===== src/nnsa_pkg.sv =====
// nnsa_pkg: types and constants shared by the nearest-neighbor scale address generator.
// Holds the register file layout, register index codes, job flags and back-end states.
// No dependencies.
`default_nettype none
package nnsa_pkg;

	localparam int ORIGIN_W    = 24;
	localparam int DIM_REG_W   = 14;
	localparam int INDEX_OUT_W = 24;
	localparam int REG_IDX_W   = 3;

	typedef enum logic [REG_IDX_W-1:0] {
		REG_SRC_ORIGIN = 3'd0,
		REG_DST_ORIGIN = 3'd1,
		REG_SRC_PITCH  = 3'd2,
		REG_DST_PITCH  = 3'd3,
		REG_SRC_WIDTH  = 3'd4,
		REG_SRC_HEIGHT = 3'd5,
		REG_DST_WIDTH  = 3'd6,
		REG_DST_HEIGHT = 3'd7
	} reg_idx_t;

	typedef struct packed {
		logic [ORIGIN_W-1:0]  src_origin;
		logic [ORIGIN_W-1:0]  dst_origin;
		logic [DIM_REG_W-1:0] src_pitch;
		logic [DIM_REG_W-1:0] dst_pitch;
		logic [DIM_REG_W-1:0] src_width;
		logic [DIM_REG_W-1:0] src_height;
		logic [DIM_REG_W-1:0] dst_width;
		logic [DIM_REG_W-1:0] dst_height;
	} cfg_t;

	typedef struct packed {
		logic pixel;
		logic row_end;
		logic last;
	} job_flags_t;

	typedef enum logic [4:0] {
		ST_IDLE = 5'b00001,
		ST_LOAD = 5'b00010,
		ST_DIV  = 5'b00100,
		ST_MUL  = 5'b01000,
		ST_ADD  = 5'b10000
	} back_state_t;

endpackage
`default_nettype wire


===== src/nnsa_front.sv =====
// nnsa_front: configuration registers and the destination walk (row/col counters).
// Classifies each item and pushes a job toward the back end.
// Depends on nnsa_pkg.
`default_nettype none
module nnsa_front #(
	parameter int MAX_DIM = 8192,
	parameter int CNT_W   = 13,
	parameter int DIM_W   = 14
) (
	input  wire logic                                   clk,
	input  wire logic                                   arst_n,
	input  wire logic                                   cfg_wr_en,
	input  wire logic [nnsa_pkg::REG_IDX_W-1:0]         cfg_index,
	input  wire logic [nnsa_pkg::ORIGIN_W-1:0]          cfg_data,
	input  wire logic                                   in_valid,
	output      logic                                   in_stall,
	input  wire logic                                   start_req,
	input  wire logic                                   q_full,
	output      logic                                   push,
	output      nnsa_pkg::job_flags_t                   job_flags,
	output      logic [CNT_W-1:0]                       job_row,
	output      logic [CNT_W-1:0]                       job_col,
	output      logic [DIM_W-1:0]                       job_dw,
	output      logic [DIM_W-1:0]                       job_dh,
	output      nnsa_pkg::cfg_t                         cfg
);

	nnsa_pkg::cfg_t cfg_q;
	logic [CNT_W-1:0] row_q, col_q;
	logic             active_q;

	logic [CNT_W-1:0] row_eff, col_eff, row_nxt, col_nxt;
	logic             act_eff, active_nxt;
	logic [31:0]      dw_ext, dh_ext;
	logic             pix, rend, lst;

	always_ff @(posedge clk or negedge arst_n) begin
		if (!arst_n) begin
			cfg_q <= '0;
		end else if (cfg_wr_en) begin
			case (nnsa_pkg::reg_idx_t'(cfg_index))
				nnsa_pkg::REG_SRC_ORIGIN: cfg_q.src_origin <= cfg_data;
				nnsa_pkg::REG_DST_ORIGIN: cfg_q.dst_origin <= cfg_data;
				nnsa_pkg::REG_SRC_PITCH:  cfg_q.src_pitch  <= cfg_data[nnsa_pkg::DIM_REG_W-1:0];
				nnsa_pkg::REG_DST_PITCH:  cfg_q.dst_pitch  <= cfg_data[nnsa_pkg::DIM_REG_W-1:0];
				nnsa_pkg::REG_SRC_WIDTH:  cfg_q.src_width  <= cfg_data[nnsa_pkg::DIM_REG_W-1:0];
				nnsa_pkg::REG_SRC_HEIGHT: cfg_q.src_height <= cfg_data[nnsa_pkg::DIM_REG_W-1:0];
				nnsa_pkg::REG_DST_WIDTH:  cfg_q.dst_width  <= cfg_data[nnsa_pkg::DIM_REG_W-1:0];
				nnsa_pkg::REG_DST_HEIGHT: cfg_q.dst_height <= cfg_data[nnsa_pkg::DIM_REG_W-1:0];
				default: ;
			endcase
		end
	end

	assign cfg = cfg_q;

	// clamp destination size to MAX_DIM
	assign dw_ext = (32'(cfg_q.dst_width) > 32'(MAX_DIM)) ? 32'(MAX_DIM) : 32'(cfg_q.dst_width);
	assign dh_ext = (32'(cfg_q.dst_height) > 32'(MAX_DIM)) ? 32'(MAX_DIM) : 32'(cfg_q.dst_height);

	assign row_eff = start_req ? '0 : row_q;
	assign col_eff = start_req ? '0 : col_q;
	assign act_eff = start_req | active_q;

	assign pix  = act_eff && (dw_ext != 32'd0) && (dh_ext != 32'd0);
	assign rend = (32'(col_eff) + 32'd1) >= dw_ext;
	assign lst  = rend && ((32'(row_eff) + 32'd1) >= dh_ext);

	always_comb begin
		row_nxt    = row_eff;
		col_nxt    = col_eff;
		active_nxt = 1'b0;
		if (pix) begin
			if (lst) begin
				row_nxt = '0;
				col_nxt = '0;
			end else if (rend) begin
				active_nxt = 1'b1;
				col_nxt    = '0;
				row_nxt    = row_eff + CNT_W'(1);
			end else begin
				active_nxt = 1'b1;
				col_nxt    = col_eff + CNT_W'(1);
			end
		end
	end

	assign in_stall = q_full;
	assign push     = in_valid && !q_full;

	always_ff @(posedge clk or negedge arst_n) begin
		if (!arst_n) begin
			row_q    <= '0;
			col_q    <= '0;
			active_q <= 1'b0;
		end else if (push) begin
			row_q    <= row_nxt;
			col_q    <= col_nxt;
			active_q <= active_nxt;
		end
	end

	assign job_flags.pixel   = pix;
	assign job_flags.row_end = pix && rend;
	assign job_flags.last    = pix && lst;
	assign job_row           = row_eff;
	assign job_col           = col_eff;
	assign job_dw            = dw_ext[DIM_W-1:0];
	assign job_dh            = dh_ext[DIM_W-1:0];

endmodule
`default_nettype wire


===== src/nnsa_queue.sv =====
// nnsa_queue: two-entry job queue between front and back end.
// Generic payload width; no package dependency.
`default_nettype none
module nnsa_queue #(
	parameter int W = 8
) (
	input  wire logic         clk,
	input  wire logic         arst_n,
	input  wire logic         push,
	input  wire logic [W-1:0] wdata,
	output      logic         full,
	input  wire logic         pop,
	output      logic [W-1:0] rdata,
	output      logic         empty
);

	logic [W-1:0] mem_q [2];
	logic         wr_ptr_q, rd_ptr_q;
	logic [1:0]   cnt_q;

	assign full  = (cnt_q == 2'd2);
	assign empty = (cnt_q == 2'd0);
	assign rdata = mem_q[rd_ptr_q];

	always_ff @(posedge clk) begin
		if (push) begin
			mem_q[wr_ptr_q] <= wdata;
		end
	end

	always_ff @(posedge clk or negedge arst_n) begin
		if (!arst_n) begin
			wr_ptr_q <= 1'b0;
			rd_ptr_q <= 1'b0;
			cnt_q    <= 2'd0;
		end else begin
			if (push) begin
				wr_ptr_q <= ~wr_ptr_q;
			end
			if (pop) begin
				rd_ptr_q <= ~rd_ptr_q;
			end
			case ({push, pop})
				2'b10:   cnt_q <= cnt_q + 2'd1;
				2'b01:   cnt_q <= cnt_q - 2'd1;
				default: cnt_q <= cnt_q;
			endcase
		end
	end

endmodule
`default_nettype wire


===== src/nnsa_back.sv =====
// nnsa_back: computes source/destination indices for one job at a time.
// Bit-serial dividers for row and column scaling, then multiply, add, output register.
// Depends on nnsa_pkg.
`default_nettype none
module nnsa_back #(
	parameter int CNT_W      = 13,
	parameter int DIM_W      = 14,
	parameter int INDEX_BITS = 24
) (
	input  wire logic                                   clk,
	input  wire logic                                   arst_n,
	input  wire nnsa_pkg::cfg_t                         cfg,
	input  wire logic                                   q_empty,
	output      logic                                   pop,
	input  wire nnsa_pkg::job_flags_t                   job_flags,
	input  wire logic [CNT_W-1:0]                       job_row,
	input  wire logic [CNT_W-1:0]                       job_col,
	input  wire logic [DIM_W-1:0]                       job_dw,
	input  wire logic [DIM_W-1:0]                       job_dh,
	output      logic                                   out_valid,
	input  wire logic                                   out_stall,
	output      logic                                   valid_res,
	output      logic [nnsa_pkg::INDEX_OUT_W-1:0]       src_index,
	output      logic [nnsa_pkg::INDEX_OUT_W-1:0]       dst_index,
	output      logic                                   row_end,
	output      logic                                   last,
	output      logic                                   range_error
);

	localparam int NUM_W  = CNT_W + nnsa_pkg::DIM_REG_W;
	localparam int SRC_W  = NUM_W + nnsa_pkg::DIM_REG_W;
	localparam int SUM_W  = SRC_W + 2;
	localparam int STEP_W = $clog2(NUM_W);
	localparam int OUT_W  = nnsa_pkg::INDEX_OUT_W;
	localparam logic [OUT_W-1:0] OUT_MASK = (INDEX_BITS >= OUT_W) ? {OUT_W{1'b1}} :
		OUT_W'((33'd1 << INDEX_BITS) - 33'd1);

	nnsa_pkg::back_state_t state_q;
	nnsa_pkg::job_flags_t  jflags_q;
	logic [CNT_W-1:0]      jrow_q, jcol_q;
	logic [DIM_W-1:0]      jdw_q, jdh_q;
	logic [NUM_W-1:0]      nq_row_q, nq_col_q, dprod_q;
	logic [DIM_W-1:0]      rem_row_q, rem_col_q;
	logic [STEP_W-1:0]     step_q;
	logic [SRC_W-1:0]      srow_q;

	logic                  out_valid_q, valid_res_q, row_end_q, last_q, range_error_q;
	logic [OUT_W-1:0]      src_index_q, dst_index_q;

	logic [DIM_W:0]        trial_row, trial_col, sub_row, sub_col;
	logic                  ge_row, ge_col;
	logic [SUM_W-1:0]      s_sum, d_sum;
	logic                  err, out_free;

	assign trial_row = {rem_row_q, nq_row_q[NUM_W-1]};
	assign trial_col = {rem_col_q, nq_col_q[NUM_W-1]};
	assign ge_row    = trial_row >= {1'b0, jdh_q};
	assign ge_col    = trial_col >= {1'b0, jdw_q};
	assign sub_row   = ge_row ? (trial_row - {1'b0, jdh_q}) : trial_row;
	assign sub_col   = ge_col ? (trial_col - {1'b0, jdw_q}) : trial_col;

	assign s_sum = SUM_W'(cfg.src_origin) + SUM_W'(srow_q) + SUM_W'(nq_col_q);
	assign d_sum = SUM_W'(cfg.dst_origin) + SUM_W'(dprod_q) + SUM_W'(jcol_q);
	assign err   = (|(s_sum >> INDEX_BITS)) || (|(d_sum >> INDEX_BITS));

	assign out_free = !out_valid_q || !out_stall;
	assign pop      = (state_q == nnsa_pkg::ST_IDLE) && !q_empty;

	always_ff @(posedge clk or negedge arst_n) begin
		if (!arst_n) begin
			state_q <= nnsa_pkg::ST_IDLE;
		end else begin
			case (state_q)
				nnsa_pkg::ST_IDLE: begin
					if (!q_empty) begin
						state_q <= nnsa_pkg::ST_LOAD;
					end
				end
				nnsa_pkg::ST_LOAD: state_q <= nnsa_pkg::ST_DIV;
				nnsa_pkg::ST_DIV: begin
					if (step_q == STEP_W'(NUM_W - 1)) begin
						state_q <= nnsa_pkg::ST_MUL;
					end
				end
				nnsa_pkg::ST_MUL: state_q <= nnsa_pkg::ST_ADD;
				nnsa_pkg::ST_ADD: begin
					if (out_free) begin
						state_q <= nnsa_pkg::ST_IDLE;
					end
				end
				default: state_q <= nnsa_pkg::ST_IDLE;
			endcase
		end
	end

	// datapath
	always_ff @(posedge clk) begin
		case (state_q)
			nnsa_pkg::ST_IDLE: begin
				jflags_q <= job_flags;
				jrow_q   <= job_row;
				jcol_q   <= job_col;
				jdw_q    <= job_dw;
				jdh_q    <= job_dh;
			end
			nnsa_pkg::ST_LOAD: begin
				nq_row_q  <= NUM_W'(jrow_q) * NUM_W'(cfg.src_height);
				nq_col_q  <= NUM_W'(jcol_q) * NUM_W'(cfg.src_width);
				dprod_q   <= NUM_W'(jrow_q) * NUM_W'(cfg.dst_pitch);
				rem_row_q <= '0;
				rem_col_q <= '0;
				step_q    <= '0;
			end
			nnsa_pkg::ST_DIV: begin
				rem_row_q <= sub_row[DIM_W-1:0];
				rem_col_q <= sub_col[DIM_W-1:0];
				nq_row_q  <= {nq_row_q[NUM_W-2:0], ge_row};
				nq_col_q  <= {nq_col_q[NUM_W-2:0], ge_col};
				step_q    <= step_q + STEP_W'(1);
			end
			nnsa_pkg::ST_MUL: begin
				srow_q <= SRC_W'(nq_row_q) * SRC_W'(cfg.src_pitch);
			end
			default: ;
		endcase
	end

	always_ff @(posedge clk) begin
		if ((state_q == nnsa_pkg::ST_ADD) && out_free) begin
			valid_res_q   <= jflags_q.pixel;
			row_end_q     <= jflags_q.row_end;
			last_q        <= jflags_q.last;
			range_error_q <= jflags_q.pixel && err;
			src_index_q   <= jflags_q.pixel ? (s_sum[OUT_W-1:0] & OUT_MASK) : '0;
			dst_index_q   <= jflags_q.pixel ? (d_sum[OUT_W-1:0] & OUT_MASK) : '0;
		end
	end

	always_ff @(posedge clk or negedge arst_n) begin
		if (!arst_n) begin
			out_valid_q <= 1'b0;
		end else if ((state_q == nnsa_pkg::ST_ADD) && out_free) begin
			out_valid_q <= 1'b1;
		end else if (!out_stall) begin
			out_valid_q <= 1'b0;
		end
	end

	assign out_valid   = out_valid_q;
	assign valid_res   = valid_res_q;
	assign src_index   = src_index_q;
	assign dst_index   = dst_index_q;
	assign row_end     = row_end_q;
	assign last        = last_q;
	assign range_error = range_error_q;

endmodule
`default_nettype wire


===== src/nearest_neighbor_scale_address_gen.sv =====
// Top level of the nearest-neighbor scale address generator.
// Instantiates nnsa_front, nnsa_queue and nnsa_back; depends on nnsa_pkg.
// Each accepted item yields one result: the next destination pixel of a dst_width by
// dst_height walk in row-major order, with its scaled source word index and its
// destination word index; start_req=1 restarts at pixel (0,0), valid_res=0 means no
// pixel was left or the rectangle is empty. The front end accepts items and steps the
// walk at once, holding up to two jobs in a queue, so in_stall rises only when the
// queue is full. The back end takes one job at a time, no new job before the last is
// done; its bit-serial dividers scale the row and column, one quotient bit per cycle.
// Registers are written through cfg_wr_en, cfg_index and cfg_data; the user must write
// them only while no item is in flight, and the block itself does not enforce this.
`default_nettype none
module nearest_neighbor_scale_address_gen #(
	parameter int MAX_DIM    = 8192,
	parameter int INDEX_BITS = 24
) (
	input  wire logic                                   clk,
	input  wire logic                                   arst_n,
	input  wire logic                                   cfg_wr_en,
	input  wire logic [nnsa_pkg::REG_IDX_W-1:0]         cfg_index,
	input  wire logic [nnsa_pkg::ORIGIN_W-1:0]          cfg_data,
	input  wire logic                                   in_valid,
	output      logic                                   in_stall,
	input  wire logic                                   start_req,
	output      logic                                   out_valid,
	input  wire logic                                   out_stall,
	output      logic                                   valid_res,
	output      logic [nnsa_pkg::INDEX_OUT_W-1:0]       src_index,
	output      logic [nnsa_pkg::INDEX_OUT_W-1:0]       dst_index,
	output      logic                                   row_end,
	output      logic                                   last,
	output      logic                                   range_error
);

	localparam int CNT_W = (MAX_DIM > 1) ? $clog2(MAX_DIM) : 1;
	localparam int DIM_W = $clog2(MAX_DIM + 1);
	localparam int FLG_W = $bits(nnsa_pkg::job_flags_t);
	localparam int JOB_W = FLG_W + 2 * CNT_W + 2 * DIM_W;

	nnsa_pkg::cfg_t       cfg;
	nnsa_pkg::job_flags_t f_flags, b_flags;
	logic [CNT_W-1:0]     f_row, f_col, b_row, b_col;
	logic [DIM_W-1:0]     f_dw, f_dh, b_dw, b_dh;
	logic                 push, pop, q_full, q_empty;
	logic [JOB_W-1:0]     q_wdata, q_rdata;

	nnsa_front #(
		.MAX_DIM (MAX_DIM),
		.CNT_W   (CNT_W),
		.DIM_W   (DIM_W)
	) u_front (
		.clk       (clk),
		.arst_n    (arst_n),
		.cfg_wr_en (cfg_wr_en),
		.cfg_index (cfg_index),
		.cfg_data  (cfg_data),
		.in_valid  (in_valid),
		.in_stall  (in_stall),
		.start_req (start_req),
		.q_full    (q_full),
		.push      (push),
		.job_flags (f_flags),
		.job_row   (f_row),
		.job_col   (f_col),
		.job_dw    (f_dw),
		.job_dh    (f_dh),
		.cfg       (cfg)
	);

	assign q_wdata = {f_flags, f_row, f_col, f_dw, f_dh};
	assign {b_flags, b_row, b_col, b_dw, b_dh} = q_rdata;

	nnsa_queue #(
		.W (JOB_W)
	) u_queue (
		.clk    (clk),
		.arst_n (arst_n),
		.push   (push),
		.wdata  (q_wdata),
		.full   (q_full),
		.pop    (pop),
		.rdata  (q_rdata),
		.empty  (q_empty)
	);

	nnsa_back #(
		.CNT_W      (CNT_W),
		.DIM_W      (DIM_W),
		.INDEX_BITS (INDEX_BITS)
	) u_back (
		.clk         (clk),
		.arst_n      (arst_n),
		.cfg         (cfg),
		.q_empty     (q_empty),
		.pop         (pop),
		.job_flags   (b_flags),
		.job_row     (b_row),
		.job_col     (b_col),
		.job_dw      (b_dw),
		.job_dh      (b_dh),
		.out_valid   (out_valid),
		.out_stall   (out_stall),
		.valid_res   (valid_res),
		.src_index   (src_index),
		.dst_index   (dst_index),
		.row_end     (row_end),
		.last        (last),
		.range_error (range_error)
	);

endmodule
`default_nettype wire


===== config.mk =====
export PLATFORM = sky130hd
export DESIGN_NAME = nearest_neighbor_scale_address_gen
export DESIGN_NICKNAME = d
export VERILOG_FILES = /design/src/nnsa_pkg.sv /design/src/nnsa_front.sv /design/src/nnsa_queue.sv /design/src/nnsa_back.sv /design/src/nearest_neighbor_scale_address_gen.sv
export SDC_FILE = /design/constraint.sdc
export NUM_CORES = 2
export LEC_CHECK = 0
export BUFFER_PORTS_ARGS = -buffer_cell sky130_fd_sc_hd__buf_2
export CAP_MARGIN = 30
export CELL_PAD_IN_SITES_DETAIL_PLACEMENT = 0
export CELL_PAD_IN_SITES_GLOBAL_PLACEMENT = 1
export CORE_ASPECT_RATIO = 0.5
export CORE_MARGIN = 10
export CORE_UTILIZATION = 41
export DETAILED_ROUTE_END_ITERATION = 7
export PLACE_DENSITY_LB_ADDON = 0.1
export SLEW_MARGIN = 40
export SYNTH_ARGS = -nofsm -noshare
export SYNTH_HDL_FRONTEND = slang
export SYNTH_HIERARCHICAL = 1
export SYNTH_SLANG_ARGS = --single-unit

===== constraint.sdc =====
create_clock -name clk -period 15.4 [get_ports clk]
set_clock_uncertainty 0.1 [all_clocks]
set_input_delay 2.31 -clock clk [delete_from_list [all_inputs] [get_ports clk]]
set_output_delay 2.31 -clock clk [all_outputs]
set_load 0.005 [all_outputs]

==> flow_results.org <==
** Outcome
- The run finished with clean final reports.

** Layout
- Share of layout cells above drive strength 1 :: under 10%
- The finished layout holds approximately 7400 standard cells, fillers aside.
- Total Nets Final :: roughly 6700
- Compared with the post-synthesis result, the final layout area differs by 7.85%.

** Clocking
- CTS built an H-tree with a depth of 2.
- Number of hold buffers added after CTS :: 0
- TritonCTS built the clock tree.
- At the later pin of the worst-skew pair, clock insertion delay measures between 0.6 and 0.7 ns.
- Number of buffers added by the clock tree synthesis step :: 57
- Clock buffer depth :: 3
- Clk pin slew, worst setup/hold paths :: roughly 0.07 ns
- Cell at the root of the clock tree :: sky130_fd_sc_hd__clkbuf_16
- Post-CTS timing repair inserted 0 buffers for setup.
- Number of sinks driven by the clock tree :: between 500 and 600
- Post-cts resize count :: 0

** Timing
- Share of the cycle needed by the critical path after routing :: between 40% and 50%
- Max transition margin :: 41.8%
- Summed over all failing endpoints, the final setup total negative slack is 0 ns.
- Hold Violations, Final :: 0
- At the pin with the least slew margin, the transition time is approximately 0.87 ns.
- Static timing analysis puts the maximum clock frequency at 0.137 GHz.
- Minimum period implied by the final worst setup slack :: 7.28 ns
- Setup repair after global routing left no endpoint under its margin.
- Setup violations remaining at the end of the flow were counted as 0.
- The final number of max-transition violations was 0.

** Yosys
- Syn Nets :: just under 7000
- Synthesized instance count :: ~5500
- The synthesized netlist occupies a cell area of roughly 56000 um2.
- By instance count, the leading cell after synthesis is sky130_fd_sc_hd__inv_1.
- Averaged over all synthesized cells, the footprint is between 10 and 15 um2.
- Count of flip-flops with a built-in enable after synthesis :: ~380
- Post-synth top flop :: sky130_fd_sc_hd__edfxtp_1
- Cell taking the most area after synthesis :: sky130_fd_sc_hd__fa_1
- Distinct cell type count of the synthesized netlist :: slightly above 90
- Area contributors post-synth :: sky130_fd_sc_hd__fa_1 26%, sky130_fd_sc_hd__edfxtp_1 20%, sky130_fd_sc_hd__ha_1 10%
- Synth warnings :: 6
- Register bit total from synthesis :: around 550
- Most instantiated cells after synthesis :: 862 x sky130_fd_sc_hd__inv_1, 770 x sky130_fd_sc_hd__nand2_1, 734 x sky130_fd_sc_hd__fa_1
- Top cell type's share of synthesized area :: 26.2%
- Proportion of register bits with asynchronous set or reset after synthesis :: a little under a third
- Sequential element share of the synthesized area :: about 28%

** Drt
- Dividing the detail-routed wire length by the instance count gives approximately 22 um.
- Routed WL :: 162 mm
- The first detailed-routing pass took 6 iterations.
- The count of nets left with antenna violations once routing finished came out at 0.
- Number of remaining DRC errors :: 0
- Using the TritonRoute via totals, the vias-per-cell ratio works out to between 5 and 6.
- Via count :: roughly 40000
- Initial DRC count :: roughly 2700

** Hold path
- The path class of the tightest hold or removal check is flop to flop.
- Along the worst hold path, the cell count comes to 0.
- The startpoint identified for the worst hold timing path is u_back/jflags_q[1].
- For hold timing, the worst endpoint is u_back/row_end.

** Placement
- # port buffers :: 86
- Final RePlAce weighted congestion :: 0.860
- Post-Place Cells :: between 7000 and 8000
- Total half-perimeter wirelength after legalization and detailed placement :: 123 mm

** Setup path
- Master of the slowest instance on the critical path :: sky130_fd_sc_hd__dfrtp_1
- Kind of launch point of the worst setup path :: flop
- Among the stages of the critical path, the cell type that occurs most often is sky130_fd_sc_hd__fa_1.
- Capturing point of the worst reg2reg path :: u_back/srow_q[39]
- The critical path is of the flop to flop type.
- Max FO, Critical Path :: 18
- The worst setup path is captured at a flop.
- In this design, the stage delay of the slowest critical-path cell is around 0.53 ns.
- Across all register-to-register paths, the minimum setup slack is 8.12 ns.
- Cells along the critical path :: buf_4, and2_1, fa_1, inv_1, fa_1, inv_1, fa_1, inv_1, fa_1, fa_1, inv_1, fa_1, ha_1, a21o_1, and2_1, a31oi_1, a2111oi_0, a2111oi_0, buf_4, o21ai_1, a21oi_2, a31oi_1, o41ai_1, xnor2_1
- For the worst setup path, the data required time is 15.71 ns.
- Arrival time of data at the critical path endpoint :: about 7.6 ns
- Number of cells on the worst reg-to-reg path :: 24
- R2r startpoint :: u_front/cfg[73]

** Global routing
- Summed over all layers, the global routing overflow is 0.
- Combined global-route utilization of all metal layers :: 21.3%
- The first global-routing pass estimated 251 mm of wire.
- Antenna violations before repair :: 26
- Entering global routing, the biggest net connects 63 pins.
- The number of global-route vias before repair is 40874.

** Floorplanning
- Die width :: roughly 540 um
- Vert. Die Dim :: 282 um
- Io pins :: between 80 and 90
- Once the floorplan was initialized, standard cells occupied approximately 42% of the core.
- Number of placement rows :: 95
- In this run the standard cell core region covers between 100000 and 150000 um2.
- The floorplan step defined a die boundary enclosing ~150000 um2.

** Job
- Max Cap Viol :: 0
sequential cells by signal (all words and copies together), names as in the netlist, 2 cells and up:
name              flops
u_front/cfg         132
u_queue/mem_q       114
u_back/srow_q        41
u_back/dprod_q       27
u_back/nq_col_q      27
u_back/nq_row_q      27
u_back/dst_index     24
u_back/src_index     24
u_back/jdh_q         14
u_back/jdw_q         14
u_back/rem_col_q     14
u_back/rem_row_q     14
u_back/jcol_q        13
u_back/jrow_q        13
u_front/col_q        13
u_front/row_q        13
u_back/state_q        5
u_back/step_q         5
u_back/jflags_q       3
u_queue/cnt_q         2
critical path, delay by kind of cell (launching register included):
family	cells	cell delay [ns]
adders and majority gates	7	3.28
AOI/OAI and AO/OA	8	2.01
buffers and inverters	6	0.70
DFF	1	0.53
and+or+nand+nor	2	0.33
xor gates and xnor gates	1	0.10
logic make-up (layout without fill, tap and decap cells):
family	after synthesis	after routing	synth area share [%]
muxes	205	205	4.22
DFF	547	547	27.8
and+or+nand+nor	1716	1716	14.8
xor gates and xnor gates	171	171	2.67
adders and majority gates	1181	1181	36.2
buffers and inverters	1092	1124	7.44
AOI/OAI and AO/OA	604	604	6.95
other	0	8	0
metal layers:
metal | GRT usage [%] | share of wire [%]
met2 | 33.7 | 45
met1 | 30.7 | 47
met5 | 0 | 0
met3 | 3.57 | 5.7
met4 | 4.58 | 2.1
metrics by stage:
stage	worst slack [ns]	util (%)	hold slack [ns]	area (um2)
6_report	8.12	44.8	0.343	60500
5_1_grt	7.68	44.8	0.362	60500
4_1_cts	8.16	44.7	0.358	60400
3_5_place_dp	8.16	43.2	0.334	58400
3_3_place_gp	8.04	43.2	0.344	58300
2_1_floorplan	8.73	-	0.300	56100
cells in the final DEF, fill, tap and decap left out, drive strengths merged, types with 105 or more instances in the layout:
cell,instances
dfrtp,168
buf,149
mux2,191
a21oi,164
ha,447
o21ai,147
xnor2,105
and2,388
edfxtp,378
nor2,190
inv,874
fa,734
nand2,771
how the worst max path moves through the flow:
stage / startpoint / endpoint / slack [ns] / cells past startpoint
final: u_front/cfg[73] / u_back/srow_q[39] / 8.12 / 24
after detailed placement: u_front/cfg[73] / u_back/srow_q[39] / 8.16 / 24
after global placement: u_front/cfg[80] / u_back/srow_q[39] / 8.04 / 20
after global routing: u_front/cfg[73] / u_back/srow_q[39] / 7.68 / 24
after floorplan: u_front/cfg[75] / u_back/srow_q[39] / 8.73 / 21
after CTS: u_front/cfg[73] / u_back/srow_q[39] / 8.16 / 24
final cells by class:
type	instances	area, um2
well taps	1794	2240
inverters	866	3250
clock buffers	69	1560
multi-input cells	3877	36400
clock inverters	39	453
flip-flops and latches	547	15600
fillers	13007	74500
diodes	8	20.0
repair buffers	150	953
Power is left out: the tool's default activity adds up to more than one toggle a clock period on the data nets, which glitch-free logic cannot reach.
